**config.mk**
```make
export PLATFORM = sky130hd
export DESIGN_NAME = literal_token_classifier
export DESIGN_NICKNAME = d
export VERILOG_FILES = /design/src/rtl/core/ltc_pkg.sv /design/src/rtl/core/literal_token_classifier.sv /design/src/rtl/core/ltc_token_track.sv /design/src/rtl/core/ltc_class_decode.sv
export SDC_FILE = /design/constraint.sdc
export NUM_CORES = 1
export LEC_CHECK = 0
export ABC_CLOCK_PERIOD_IN_PS = 5550
export BUFFER_PORTS_ARGS = -buffer_cell sky130_fd_sc_hd__buf_2
export CAP_MARGIN = 20
export CORE_MARGIN = 5
export CORE_UTILIZATION = 46
export DETAILED_ROUTE_END_ITERATION = 8
export PLACE_DENSITY = 0.73
export SKIP_CTS_REPAIR_TIMING = 1
export SLEW_MARGIN = 20
export SYNTH_ARGS = -nofsm -noshare
export SYNTH_HDL_FRONTEND = slang
export SYNTH_SLANG_ARGS = --single-unit
```
**constraint.sdc**
```tcl
create_clock -name aclk -period 5.55 [get_ports aclk]
set_input_delay 0.2775 -clock aclk [delete_from_list [all_inputs] [get_ports aclk]]
set_output_delay 0.2775 -clock aclk [all_outputs]
set_load 0.02 [all_outputs]
```
**src/rtl/core/ltc_pkg.sv**
```systemverilog
package ltc_pkg;

    localparam int CHAR_W  = 8;
    localparam int CLASS_W = 4;
    localparam int LEN_W   = 3;
    localparam int HEAD_N  = 6;
    localparam int REC_W   = 3;
    localparam int PHASE_W = 2;

    localparam logic [LEN_W-1:0] LEN_MAX = 3'd7;

    // Literal classes
    localparam logic [CLASS_W-1:0] CLS_NONE        = 4'd0;
    localparam logic [CLASS_W-1:0] CLS_INT         = 4'd1;
    localparam logic [CLASS_W-1:0] CLS_CHAR        = 4'd2;
    localparam logic [CLASS_W-1:0] CLS_UINT        = 4'd3;
    localparam logic [CLASS_W-1:0] CLS_LONG        = 4'd4;
    localparam logic [CLASS_W-1:0] CLS_ULONG       = 4'd5;
    localparam logic [CLASS_W-1:0] CLS_FLOAT       = 4'd6;
    localparam logic [CLASS_W-1:0] CLS_DOUBLE      = 4'd7;
    localparam logic [CLASS_W-1:0] CLS_LONG_DOUBLE = 4'd8;

    // Integer recognizer states
    localparam logic [REC_W-1:0] IS_START = 3'd0;
    localparam logic [REC_W-1:0] IS_SIGN  = 3'd1;
    localparam logic [REC_W-1:0] IS_ZERO  = 3'd2;
    localparam logic [REC_W-1:0] IS_HPFX  = 3'd3;
    localparam logic [REC_W-1:0] IS_HEX   = 3'd4;
    localparam logic [REC_W-1:0] IS_OCT   = 3'd5;
    localparam logic [REC_W-1:0] IS_DEC   = 3'd6;
    localparam logic [REC_W-1:0] IS_DEAD  = 3'd7;

    // Floating recognizer phases
    localparam logic [PHASE_W-1:0] PH_MANT = 2'd0;
    localparam logic [PHASE_W-1:0] PH_FRAC = 2'd1;
    localparam logic [PHASE_W-1:0] PH_EXP  = 2'd2;

    // Character codes
    localparam logic [CHAR_W-1:0] CH_QUOTE  = 8'h27;
    localparam logic [CHAR_W-1:0] CH_DQUOTE = 8'h22;
    localparam logic [CHAR_W-1:0] CH_BSLASH = 8'h5C;
    localparam logic [CHAR_W-1:0] CH_QMARK  = 8'h3F;
    localparam logic [CHAR_W-1:0] CH_PLUS   = 8'h2B;
    localparam logic [CHAR_W-1:0] CH_MINUS  = 8'h2D;
    localparam logic [CHAR_W-1:0] CH_DOT    = 8'h2E;
    localparam logic [CHAR_W-1:0] CH_0      = 8'h30;
    localparam logic [CHAR_W-1:0] CH_7      = 8'h37;
    localparam logic [CHAR_W-1:0] CH_9      = 8'h39;
    localparam logic [CHAR_W-1:0] CH_UA     = 8'h41;
    localparam logic [CHAR_W-1:0] CH_UE     = 8'h45;
    localparam logic [CHAR_W-1:0] CH_UF     = 8'h46;
    localparam logic [CHAR_W-1:0] CH_UL     = 8'h4C;
    localparam logic [CHAR_W-1:0] CH_UU     = 8'h55;
    localparam logic [CHAR_W-1:0] CH_LA     = 8'h61;
    localparam logic [CHAR_W-1:0] CH_LB     = 8'h62;
    localparam logic [CHAR_W-1:0] CH_LF     = 8'h66;
    localparam logic [CHAR_W-1:0] CH_LN     = 8'h6E;
    localparam logic [CHAR_W-1:0] CH_LO     = 8'h6F;
    localparam logic [CHAR_W-1:0] CH_LR     = 8'h72;
    localparam logic [CHAR_W-1:0] CH_LT     = 8'h74;
    localparam logic [CHAR_W-1:0] CH_LV     = 8'h76;
    localparam logic [CHAR_W-1:0] CH_LX     = 8'h78;

    localparam logic [4*CHAR_W-1:0] TRUE_STR  = "true";
    localparam logic [5*CHAR_W-1:0] FALSE_STR = "false";

    typedef logic [CHAR_W-1:0] char_t;
    typedef logic [REC_W-1:0]  int_state_t;

    typedef struct packed {
        logic [PHASE_W-1:0] phase;
        int_state_t         sub;
    } dbl_state_t;

    localparam dbl_state_t DS_START = '{phase: PH_MANT, sub: IS_START};
    localparam dbl_state_t DS_DEAD  = '{phase: PH_MANT, sub: IS_DEAD};

    // Token state as seen right after the newest item is folded in
    typedef struct packed {
        logic [LEN_W-1:0]        len;
        logic [HEAD_N-1:0][CHAR_W-1:0] head;
        char_t                   prev;
        char_t                   cur;
        int_state_t              int0;
        int_state_t              int1;
        int_state_t              int2;
        dbl_state_t              dbl0;
        dbl_state_t              dbl1;
    } tok_view_t;

    // Item handed from the input register to the token tracker
    typedef struct packed {
        logic  adv;
        logic  last;
        char_t code;
    } tok_step_t;

    function automatic logic is_dec(char_t c);
        return (c >= CH_0) && (c <= CH_9);
    endfunction

    function automatic logic is_oct(char_t c);
        return (c >= CH_0) && (c <= CH_7);
    endfunction

    function automatic logic is_hex(char_t c);
        return is_dec(c) || ((c >= CH_UA) && (c <= CH_UF)) || ((c >= CH_LA) && (c <= CH_LF));
    endfunction

    function automatic logic is_esc(char_t c);
        return (c == CH_0) || (c == CH_LA) || (c == CH_LB) || (c == CH_LF) ||
               (c == CH_LN) || (c == CH_LR) || (c == CH_LT) || (c == CH_LV) ||
               (c == CH_BSLASH) || (c == CH_QMARK) || (c == CH_QUOTE) || (c == CH_DQUOTE);
    endfunction

    function automatic logic int_acc(int_state_t s);
        return (s == IS_ZERO) || (s == IS_HEX) || (s == IS_OCT) || (s == IS_DEC);
    endfunction

    function automatic int_state_t int_next(int_state_t s, char_t c);
        int_state_t r;
        r = IS_DEAD;
        unique case (s)
            IS_START: begin
                if ((c == CH_PLUS) || (c == CH_MINUS)) r = IS_SIGN;
                else if (c == CH_0)                    r = IS_ZERO;
                else if (is_dec(c))                    r = IS_DEC;
            end
            IS_SIGN: begin
                if (c == CH_0)      r = IS_ZERO;
                else if (is_dec(c)) r = IS_DEC;
            end
            IS_ZERO: begin
                if (c == CH_LX)     r = IS_HPFX;
                else if (is_oct(c)) r = IS_OCT;
            end
            IS_HPFX, IS_HEX: begin
                if (is_hex(c)) r = IS_HEX;
            end
            IS_OCT: begin
                if (is_oct(c)) r = IS_OCT;
            end
            IS_DEC: begin
                if (is_dec(c)) r = IS_DEC;
            end
            default: r = IS_DEAD;
        endcase
        return r;
    endfunction

    function automatic logic dbl_acc(dbl_state_t d);
        return (d.phase <= PH_EXP) && int_acc(d.sub);
    endfunction

    function automatic dbl_state_t dbl_next(dbl_state_t d, char_t c);
        dbl_state_t r;
        r.phase = d.phase;
        r.sub   = int_next(d.sub, c);
        if (d.phase > PH_EXP) begin
            r = DS_DEAD;
        end else if (c == CH_DOT) begin
            if ((d.phase == PH_MANT) && int_acc(d.sub)) begin
                r.phase = PH_FRAC;
                r.sub   = IS_SIGN;
            end else begin
                r = DS_DEAD;
            end
        end else if ((c == CH_UE) && (d.phase != PH_EXP)) begin
            if (int_acc(d.sub)) begin
                r.phase = PH_EXP;
                r.sub   = IS_START;
            end else begin
                r = DS_DEAD;
            end
        end
        return r;
    endfunction

endpackage

```
**src/rtl/core/literal_token_classifier.sv**
```systemverilog
// Channel  | Direction | Handshake          | Payload
// s_       | in        | s_valid / s_ready  | s_char_code[7:0], s_last_char
// m_       | out       | m_valid / m_ready  | m_literal_class[3:0]
//
// One item per cycle unless a final item waits for the output register.
// A final item's result is registered for m_valid; others give no result.
// Reset (aresetn low at a clock edge) empties both registers and the token.
// While a result waits, non-final items keep flowing; a final item waits in
// the input register until the output register frees.
module literal_token_classifier (
    input  logic                             aclk,
    input  logic                             aresetn,
    input  logic                             s_valid,
    output logic                             s_ready,
    input  logic [ltc_pkg::CHAR_W-1:0]       s_char_code,
    input  logic                             s_last_char,
    output logic                             m_valid,
    input  logic                             m_ready,
    output logic [ltc_pkg::CLASS_W-1:0]      m_literal_class
);

    logic                               in_valid_reg;
    ltc_pkg::char_t                     in_char_reg;
    logic                               in_last_reg;
    logic                               m_valid_reg;
    logic [ltc_pkg::CLASS_W-1:0]        m_class_reg;

    logic                               out_free;
    logic                               advance;
    logic                               s_accept;
    ltc_pkg::tok_step_t                 step;
    ltc_pkg::tok_view_t                 view;
    logic [ltc_pkg::CLASS_W-1:0]        class_next;

    assign out_free = !m_valid_reg || m_ready;
    assign advance  = in_valid_reg && (!in_last_reg || out_free);
    assign s_ready  = !in_valid_reg || advance;
    assign s_accept = s_valid && s_ready;

    assign step.adv  = advance;
    assign step.last = in_last_reg;
    assign step.code = in_char_reg;

    ltc_token_track u_track (
        .aclk    (aclk),
        .aresetn (aresetn),
        .step    (step),
        .view    (view)
    );

    ltc_class_decode u_decode (
        .view          (view),
        .literal_class (class_next)
    );

    always_ff @(posedge aclk) begin
        if (!aresetn) begin
            in_valid_reg <= 1'b0;
        end else if (s_ready) begin
            in_valid_reg <= s_valid;
        end
    end

    always_ff @(posedge aclk) begin
        if (s_accept) begin
            in_char_reg <= s_char_code;
            in_last_reg <= s_last_char;
        end
    end

    always_ff @(posedge aclk) begin
        if (!aresetn) begin
            m_valid_reg <= 1'b0;
        end else if (advance && in_last_reg) begin
            m_valid_reg <= 1'b1;
        end else if (m_ready) begin
            m_valid_reg <= 1'b0;
        end
    end

    always_ff @(posedge aclk) begin
        if (advance && in_last_reg) begin
            m_class_reg <= class_next;
        end
    end

    assign m_valid         = m_valid_reg;
    assign m_literal_class = m_class_reg;

endmodule

```
**src/rtl/core/ltc_token_track.sv**
```systemverilog
module ltc_token_track (
    input  logic                 aclk,
    input  logic                 aresetn,
    input  ltc_pkg::tok_step_t   step,
    output ltc_pkg::tok_view_t   view
);

    logic [ltc_pkg::LEN_W-1:0]                         len_reg;
    logic [ltc_pkg::HEAD_N-1:0][ltc_pkg::CHAR_W-1:0]   head_reg;
    ltc_pkg::char_t                                    prev_reg;
    ltc_pkg::int_state_t                               int_cur_reg;
    ltc_pkg::int_state_t                               int_lag_reg;
    ltc_pkg::dbl_state_t                               dbl_cur_reg;

    ltc_pkg::tok_view_t view_next;

    always_comb begin
        view_next      = '0;
        view_next.len  = (len_reg < ltc_pkg::LEN_MAX) ? len_reg + 3'd1 : len_reg;
        view_next.head = head_reg;
        if (len_reg < 3'(ltc_pkg::HEAD_N)) begin
            view_next.head[len_reg] = step.code;
        end
        view_next.prev = prev_reg;
        view_next.cur  = step.code;
        view_next.int0 = ltc_pkg::int_next(int_cur_reg, step.code);
        view_next.int1 = int_cur_reg;
        view_next.int2 = int_lag_reg;
        view_next.dbl0 = ltc_pkg::dbl_next(dbl_cur_reg, step.code);
        view_next.dbl1 = dbl_cur_reg;
    end

    assign view = view_next;

    // Fold each item into the token; start over after the final one
    always_ff @(posedge aclk) begin
        if (!aresetn || (step.adv && step.last)) begin
            len_reg     <= '0;
            head_reg    <= '0;
            prev_reg    <= '0;
            int_cur_reg <= ltc_pkg::IS_START;
            int_lag_reg <= ltc_pkg::IS_START;
            dbl_cur_reg <= ltc_pkg::DS_START;
        end else if (step.adv) begin
            len_reg     <= view_next.len;
            head_reg    <= view_next.head;
            prev_reg    <= step.code;
            int_cur_reg <= view_next.int0;
            int_lag_reg <= int_cur_reg;
            dbl_cur_reg <= view_next.dbl0;
        end
    end

endmodule

```
**src/rtl/core/ltc_class_decode.sv**
```systemverilog
module ltc_class_decode (
    input  ltc_pkg::tok_view_t                 view,
    output logic [ltc_pkg::CLASS_W-1:0]        literal_class
);

    logic                      bool_hit;
    logic                      char_hit;
    logic [ltc_pkg::LEN_W-1:0] close_idx;

    always_comb begin
        bool_hit = 1'b0;
        if (view.len == 3'd4) begin
            bool_hit = ({view.head[0], view.head[1], view.head[2], view.head[3]}
                        == ltc_pkg::TRUE_STR);
        end else if (view.len == 3'd5) begin
            bool_hit = ({view.head[0], view.head[1], view.head[2], view.head[3],
                         view.head[4]} == ltc_pkg::FALSE_STR);
        end
    end

    // Quoted char: plain, simple escape, hex or octal escape
    always_comb begin
        close_idx = view.len - 3'd1;
        char_hit  = 1'b0;
        if ((view.len >= 3'd3) && (view.len <= 3'd6) &&
            (view.head[0] == ltc_pkg::CH_QUOTE) &&
            (view.head[close_idx] == ltc_pkg::CH_QUOTE)) begin
            if (view.head[1] != ltc_pkg::CH_BSLASH) begin
                char_hit = (view.len == 3'd3) && (view.head[1] != ltc_pkg::CH_QUOTE);
            end else if (view.len == 3'd4) begin
                char_hit = ltc_pkg::is_esc(view.head[2]);
            end else if (view.len == 3'd6) begin
                if (view.head[2] == ltc_pkg::CH_LX) begin
                    char_hit = ltc_pkg::is_hex(view.head[3]) && ltc_pkg::is_hex(view.head[4]);
                end else if (view.head[2] == ltc_pkg::CH_LO) begin
                    char_hit = ltc_pkg::is_oct(view.head[3]) && ltc_pkg::is_oct(view.head[4]);
                end
            end
        end
    end

    always_comb begin
        if (bool_hit) begin
            literal_class = ltc_pkg::CLS_INT;
        end else if (char_hit) begin
            literal_class = ltc_pkg::CLS_CHAR;
        end else if (ltc_pkg::int_acc(view.int0)) begin
            literal_class = ltc_pkg::CLS_INT;
        end else if ((view.cur == ltc_pkg::CH_UU) && ltc_pkg::int_acc(view.int1)) begin
            literal_class = ltc_pkg::CLS_UINT;
        end else if ((view.cur == ltc_pkg::CH_UL) && ltc_pkg::int_acc(view.int1)) begin
            literal_class = ltc_pkg::CLS_LONG;
        end else if ((view.cur == ltc_pkg::CH_UL) && (view.prev == ltc_pkg::CH_UU) &&
                     ltc_pkg::int_acc(view.int2)) begin
            literal_class = ltc_pkg::CLS_ULONG;
        end else if ((view.cur == ltc_pkg::CH_UF) && ltc_pkg::dbl_acc(view.dbl1)) begin
            literal_class = ltc_pkg::CLS_FLOAT;
        end else if (ltc_pkg::dbl_acc(view.dbl0)) begin
            literal_class = ltc_pkg::CLS_DOUBLE;
        end else if ((view.cur == ltc_pkg::CH_UL) && ltc_pkg::dbl_acc(view.dbl1)) begin
            literal_class = ltc_pkg::CLS_LONG_DOUBLE;
        end else begin
            literal_class = ltc_pkg::CLS_NONE;
        end
    end

endmodule

```
; ---- Word-level counts from Yosys, hierarchy flattened
; Index checks and enable logic that the tools add are counted.
; Widths: inputs -> output; s select.
[op_classes]
add_sub_neg = 2
n_mul = 0
n_div = 0
n_lt_le_gt_ge = 31
eq_ne = 59
shift = 0
mux = 38
n_bitwise = 0
reduce_logical = 81
[ops]
columns = operator, n
row1 = $eq 8x7->1 const B, 16
row2 = $eq 8x6->1 const B, 10
row3 = $eq 3x3->1 const B, 18
row4 = $bwmux 48, 1
row5 = $ge 8x7->1 const B, 6
row6 = $le 8x6->1 const B, 6
row7 = $le 8x7->1 const B, 6
row8 = $mux 48, 1
row9 = $eq 40x39->1 const B, 1
row10 = $logic_or 1x1->1, 37
row11 = $pmux 3 s6, 2
row12 = $eq 32x31->1 const B, 1
row13 = $logic_and 1x1->1, 32
row14 = $bmux 8 s3, 1
row15 = $demux 8 s3, 1
row16 = $eq 3x2->1 const B, 8
row17 = $ge 8x6->1 const B, 3
row18 = $mux 3, 8
row19 = $mux 5, 4
row20 = $mux 8, 2
row21 = $mux 1, 11
row22 = $mux 2, 5
row23 = $lt 3x4->1 const B, 2
row24 = $mux 4, 2
row25 = other kinds (19), 27
[word_totals]
register_bits = 85
latch_bits = 0
mem_bits_rw = 0
rom_bits = 0
input_bits = 13
out_inout_bits = 6
elab_cells = 230
memories = 0

; ---- Longest topological paths before layout
; Gate-level depths: netlist of run 1.
[logic_depth]
ltp_word = 22
mapped_depth = 14
mapped_depth_nobuf = 12

; ---- By module
; A second synthesis of run 1 with hierarchy kept.
[hier_totals]
hier_cells = 634
area_unflattened_um2 = 5400.2
[modules_own_cells]
columns = module, instances, cells_per_inst, area_each_um2, seq_area_each_um2
row1 = ltc_token_track, 1, 470, 3847.4, 1401.3
row2 = ltc_class_decode, 1, 139, 1044.8, 0.0
row3 = literal_token_classifier, 1, 25, 508.0, 430.4

; ---- Least setup slack after synthesis of run 1
; No wires, ideal clock.
[synth_timing]
path_type = flip-flop to flip-flop
startpoint = register u_track.len_reg[1] (netlist name)
endpoint = register m_class_reg (netlist bit m_literal_class[1]), data pin
setup_ps = 259
arrival_ps = 2863
required_ps = 5291
slack_ps = 2428
stages_incl_launch_ff = 15
path_buffers = 2
synth_period_minus_slack_ps = 3122
path_cell_list = dfxtp_1 -> clkbuf_1 -> clkbuf_1 -> inv_1 -> ha_1 -> a31oi_1 -> ha_1 -> inv_1 -> a211oi_1 -> o2111ai_1 -> or4_1 -> o41ai_1 -> a211oi_1 -> o31ai_1 -> nand2_1
[synth_via]
elab_chain_cells = 22
word_cells_on_any_way = 92
classes_between = add/sub: 2 / order compare: 20 / eq/ne: 24 / mux: 16 / reduce/logical: 30
[synth_lines]
columns = element, line_no
row1 = start: declaration, ltc_token_track.sv:8  ; logic [ltc_pkg::LEN_W-1:0] len_reg;
row2 = start signal: assignment, ltc_token_track.sv:45  ; len_reg <= view_next.len;
row3 = "parallel branches: the longest is 22 deep, another holds $ge 8x6->1", n/a
row4 = end signal: assignment, literal_token_classifier.sv:83  ; m_class_reg <= class_next;
row5 = end: declaration, literal_token_classifier.sv:26  ; logic [ltc_pkg::CLASS_W-1:0] m_class_reg;
; Parallel ways; which one is timed is not known. The select of a mux whose other input is x is not followed.
; A chain may end at the register's enable or synchronous reset.

; ---- Final worst setup path of run 1
; Same ends and word-level chain as after synthesis.

==> results of run 1 <==
-- cell type report --
| class | count | area, um^2 |
|---|---|---|
| fill | 1078 | 5680 |
| multi-input combinational | 553 | 3240 |
| sequential | 85 | 1830 |
| clock buffer | 11 | 243 |
| tap | 143 | 179 |
| timing repair buffer | 24 | 135 |
| inverter | 16 | 60.1 |
| clock inverter | 5 | 50.0 |
-- layout by cell type, fill, tap and decap left out, types with 4 or more instances in the layout --
cell	instances
or4_1	4
o31ai_1	4
nor4bb_1	8
nand4b_1	8
nand3_1	10
nand4_1	12
or3_1	8
nor4_1	6
nand2b_1	13
nor3_1	19
o22ai_1	6
nand3b_1	13
clkinv_2	4
nor4b_1	9
clkbuf_16	9
a221oi_1	4
dfxtp_1	72
and3b_1	4
nand2_1	146
nor3b_1	9
edfxtp_1	13
a31oi_1	8
a21oi_1	80
o2111ai_1	6
nor2_1	45
buf_4	6
mux2i_1	19
buf_2	18
a211oi_1	8
inv_1	16
o21a_1	4
o21ai_0	21
nor2b_1	10
and2_1	6
ha_1	6
-- kinds of logic (layout without fill, tap and decap cells) --
group | Yosys count | count (layout) | share of synthesized area (%)
flip-flops | 85 | 85 | 34.2
AND/OR/NAND/NOR | 350 | 350 | 34.5
XOR/XNOR | 6 | 6 | 0.982
buffers and inverters | 71 | 56 | 5.19
adder cells (fa/ha/maj) | 6 | 6 | 1.40
AO/OA/AOI/OAI | 169 | 169 | 19.5
multiplexers | 22 | 22 | 4.19
-- path summary, 6_finish.rpt --
| check | slack (ns) | to | startpoint | cells after the start |
|---|---|---|---|---|
| worst min register to register | 0.45 | u_track.prev_reg[4] | u_track.prev_reg[4] | 2 |
| worst min-delay path | 0.1 | in_char_reg[6] | s_char_code[6] | 1 |
| worst max register to register | 1.74 | m_literal_class[1] | u_track.len_reg[1] | 8 |
| worst max-delay path | 1.74 | m_literal_class[1] | u_track.len_reg[1] | 8 |
-- critical path, delay by kind of cell (launching register included) --
family	cells	cell delay, ns
AO/OA/AOI/OAI	4	1.28
flip-flops	1	0.75
AND/OR/NAND/NOR	4	1.52
-- per-stage QoR --
stage	cell area [um^2]	utilization (%)	hold slack, ns	worst slack (ns)	std cells
3_5_place_dp	5450	47.7	0.444	1.87	821
5_1_grt	5740	50.3	0.0801	1.62	837
4_1_cts	5740	50.3	0.0852	1.86	837
2_1_floorplan	5350	-	0.376	2.43	709
3_3_place_gp	5450	47.7	0.440	1.96	821
6_report	5740	50.3	0.0983	1.74	837
-- layer usage --
metal / vias to the layer above / track usage [%] / wire length [um]
met5: - / 0 / 0
met4: 0 / 8.82 / 462
met3: 51 / 5.67 / 1450
met2: 280 / 33.7 / 7120
met1: 2505 / 28.2 / 6130
li1: 2526 / - / -
-- power by group through the flow --
| stage | clock network, mW | logic, mW | registers, mW |
|---|---|---|---|
| 2_1_floorplan | 0 | 0.134 | 0.668 |
| 3_3_place_gp | 0 | 0.151 | 0.690 |
| 3_5_place_dp | 0 | 0.155 | 0.692 |
| 4_1_cts | 0.610 | 0.156 | 0.679 |
| 5_1_grt | 0.641 | 0.174 | 0.684 |
| 6_report | 0.600 | 0.159 | 0.680 |
==> metrics, run 1 <==
setup TNS=0 ns; CP Capture Type=register; CTS buffer count=9; critical path arrival=between 3 and 4 ns; CP max stage delay=0.75 ns; GRT Overall Usage=between 20% and 30%; Worst VDD drop=between 200 and 300 uV; n_diodes=0; fmax=262 MHz; Post-synth top flop=dfxtp_1; Post-Syn Instances=709; number of global-route vias before repair=4871; EDFF count, synth=13; slowest CP cell=dfxtp_1; # setup viols final=0; pwr/cell area=251 mW/mm^2; Critical Path RT=5.65 ns; top fanout value on the critical path=22; DR vias=about 5.4k; area delta synth->final=7.32%; Detail Route Antenna Nets=0; run status=finished clean; Mapped Area=0.00535 mm^2; Hold Path Class=in -> reg; Flop pwr share=a little under half; final net count=708; Critical Path Start Type=register; core area=0.0114 mm^2; TritonCTS clock tree=done; max reg flops=48; Clock Skews=around 0.0033 ns; post-synth top area cell=dfxtp_1; DIE AREA=0.0139 mm^2; grt ovf=0; NetSw=381 uW; Worst-Margin Slew=1.05 ns; WL final=between 15000 and 20000 um; final hold vios=0; clock root buffer master=clkbuf_16; Pleak=roughly 1.9 nW; Tcrit/Tclk final=68.7%; share of cells above drive strength 1=under 10%; combinational fraction of design power=11.1%; # IOs=19; sequential area share after synthesis=about a third; Post-synth ARST share=0%; Max-Cap Viols=0; clock share of power=41.7%; routability cong.=0.964; number of vias per cell=6.41; mean post-synth cell area=7.55 um^2; relative slew slack=a little under 30%; Tmin final=between 3 and 4 ns; Die Wd=118 um; input/output buffers=18; Syn Nets=~730; most common library cells after synthesis=146 x nand2_1, 80 x a21oi_1, 72 x dfxtp_1; Slew Viols, Final=0; H-tree depth=3; post-DP HPWL=10100 um; Initial Util=46.9%; Net Sw Frac=a little over a quarter; die height=about 120 um; antenna violations before repair=0; most frequent cell after synthesis=nand2_1; Avg WL per Cell=18.1 um; RSZ-0062 raised after global routing=no; largest net degree at the start of global routing=roughly 70; global-route wire length before repair=roughly 25000 um; critical path, cell by cell=or3b_1 > or4_4 > a221o_1 > nand2b_1 > o41ai_1 > a211oi_1 > o31ai_1 > nand2_1; DRT iter0 DRCs=923; DRC=0; Yosys cell types=70; Setup CP Type=reg -> reg; clock sinks=85; Synth area leaders=dfxtp_1 27%, nand2_1 10%, a21oi_1 7.5%; clock-pin slew on the worst setup and hold paths=0.06 ns; Synth Register Bits=85; row cnt=39; top cell type's share of synthesized area=26.9%; Synthesis Warnings=0; Clock Latency Late Sink=0.35 ns; P_int=1.06 mW; clk buf depth=2; Tot Pwr=1.44 mW; TritonRoute pass-1 iters=6
Power figures use the tool's default switching activity.
==> inputs of run 2 (changes only) <==
--- a/config.mk
+++ b/config.mk
@@ -5,7 +5,7 @@
 export SDC_FILE = /design/constraint.sdc
 export NUM_CORES = 1
 export LEC_CHECK = 0
-export ABC_CLOCK_PERIOD_IN_PS = 5550
+export ABC_CLOCK_PERIOD_IN_PS = 3800
 export BUFFER_PORTS_ARGS = -buffer_cell sky130_fd_sc_hd__buf_2
 export CAP_MARGIN = 20
 export CORE_MARGIN = 5
==> constraint.sdc (replaced) <==
create_clock -name aclk -period 3.8 [get_ports aclk]
set_input_delay 0.19 -clock aclk [delete_from_list [all_inputs] [get_ports aclk]]
set_output_delay 0.19 -clock aclk [all_outputs]
set_load 0.02 [all_outputs]
==> run 2 against run 1 <==
Net effect:
- flip-flop and latch count did not move
- clock skew rose by 0.0056 ns
- worst setup slack got worse by 1.3 ns
- wire length rose by 12%
- maximum frequency rose by 13%
- via count rose by 0.84%
- sequential power rose by 45%
- design area rose by 3.0%
- global-route usage rose by 2.5 points
- non-clock buffer count rose by 17
- clock power rose by 55%
- critical path type unchanged
==> metrics, run 2 (same netlist as run 1, synthesis figures left out) <==
WHS Endpoint=in_char_reg[4] (was in_char_reg[6]); input/output buffers=18 (unchanged); WL final=16900 um (was 15200 um); pre-CTS setup slack=0.343 ns (was 1.87 ns); R2R setup slack=0.43 ns (was 1.74 ns); Register Area=0.00183 mm^2 (about the same); DRC=0 (unchanged); clock root buffer master=clkbuf_16 (unchanged); fillcell total=1121 (was 1078); DRT iter0 DRCs=650 (was 923); post-DP HPWL=11900 um (was 10100 um); Setup CP Type=reg -> reg (unchanged); Clock Latency Late Sink=0.35 ns (about the same); die height=118 um (unchanged); Core Util, Final=51.8% (was 50.3%); hold slack=0.0144 ns (was 0.0983 ns); Tmin final=3.37 ns (was 3.81 ns); number of global-route vias before repair=5152 (was 4871); routability cong.=0.957 (was 0.964); critical path arrival=3.49 ns (was 3.91 ns); GRT Overall Usage=24.0% (was 21.5%); worst r2r path cells=8 (unchanged); fmax=296 MHz (was 262 MHz); # IOs=19 (unchanged); clock sinks=85 (unchanged); worst hold path depth=1 (unchanged); Slew Viols, Final=0 (unchanged); DIE AREA=0.0139 mm^2 (unchanged); area delta synth->final=10.6% (was 7.32%); Post-Layout Cell Count=854 (was 837); Hold Path Class=in -> reg (unchanged); run status=finished clean (unchanged); setup ws final=0.425 ns (was 1.74 ns); Worst-Margin Slew=0.661 ns (was 1.05 ns); Avg WL per Cell=19.8 um (was 18.1 um); reg-to-reg endpoint=m_literal_class[2] (was m_literal_class[1]); most common cell after layout, fill and taps aside=nand2_1 (unchanged); dpl cell area=0.00557 mm^2 (was 0.00545 mm^2); Tot Pwr=2.18 mW (was 1.44 mW); Tcrit/Tclk final=88.8% (was 68.7%); row cnt=39 (unchanged); clk buf depth=2 (unchanged); TritonRoute pass-1 iters=5 (was 6); # setup viols final=0 (unchanged); grt ovf=0 (unchanged); RSZ-0062 raised after global routing=no (unchanged); Multi-input gate area=0.00325 mm^2 (was 0.00324 mm^2); Critical Path RT=3.91 ns (was 5.65 ns); pwr/cell area=369 mW/mm^2 (was 251 mW/mm^2); Finished Cell Area=0.00592 mm^2 (was 0.00574 mm^2); Critical Path Start Type=register (unchanged); DR vias=5407 (was 5362); Clock Skews=0.00890 ns (was 0.00328 ns); CTS buffer count=9 (unchanged); core area=0.0114 mm^2 (unchanged); n_diodes=0 (unchanged); H-tree depth=3 (unchanged); clock-pin slew on the worst setup and hold paths=0.06 ns (about the same); final net count=725 (was 708); relative slew slack=55.9% (was 29.7%); Pleak=2.04 nW (was 1.94 nW); global-route wire length before repair=26800 um (was 24700 um); Placed Cells=836 (was 821); CP Capture Type=register (unchanged); Detail Route Antenna Nets=0 (unchanged); Die Wd=118 um (unchanged); antenna violations before repair=1 (was 0); HP Start=s_char_code[4] (was s_char_code[6]); setup TNS=0 ns (unchanged); share of cells above drive strength 1=9.28% (was 6.92%); largest net degree at the start of global routing=41 (was 71); Max-Cap Viols=0 (unchanged); top fanout value on the critical path=14 (was 22); most frequent cells in the layout=146 x nand2_1, 80 x a21oi_1, 71 x dfxtp_1 (was 146 x nand2_1, 80 x a21oi_1, 72 x dfxtp_1); number of vias per cell=6.33 (was 6.41); Initial Util=46.9% (unchanged); final hold vios=0 (unchanged); TritonCTS clock tree=done (unchanged); max reg flops=48 (unchanged); worst r2r src=in_char_reg[3] (was u_track.len_reg[1]); Worst VDD drop=371 uV (was 271 uV)
-- run 2: worst max path at each step --
stage               slack [ns]                from                 end
floorplan                 0.68  u_track.len_reg[1]  m_literal_class[1]
global placement          0.45  u_track.len_reg[0]  m_literal_class[3]
detailed placement        0.34  u_track.len_reg[0]  m_literal_class[1]
CTS                       0.32  u_track.len_reg[0]  m_literal_class[1]
global route              0.24  u_track.len_reg[0]  m_literal_class[3]
finish                    0.43      in_char_reg[3]  m_literal_class[2]
-- run 2: cell type report --
class / count / area share (%)
multi-input combinational: 553 / 54.9
clock buffer: 9 / 3.81
inverter: 16 / 1.02
tap: 143 / 3.02
clock inverter: 7 / 1.50
timing repair buffer: 41 / 4.74
sequential: 85 / 31.0
-- run 2: power by group --
part	leakage (nW)	internal [mW]	switching, mW
clock network	0.156	0.572	0.357
logic	1.17	0.0947	0.173
registers	0.711	0.941	0.0440
total	2.04	1.61	0.575
-- run 2: metal layers --
| layer | wire, um | up-vias | track usage [%] |
|---|---|---|---|
| li1 | - | 2551 | - |
| met1 | 7230 | 2596 | 30.4 |
| met2 | 8040 | 224 | 39.4 |
| met3 | 1250 | 34 | 6.15 |
| met4 | 408 | 2 | 8.60 |
| met5 | 12 | - | 0 |
-- run 2: worst max-delay path: stages, from the launching register on --
cell,delay (ns)
edfxtp_1,0.64
or2_1,0.42
or4_1,0.62
nand4_1,0.13
nand4b_1,0.14
a21oi_1,0.33
mux2i_1,0.17
or4_1,0.53
nor2b_1,0.15
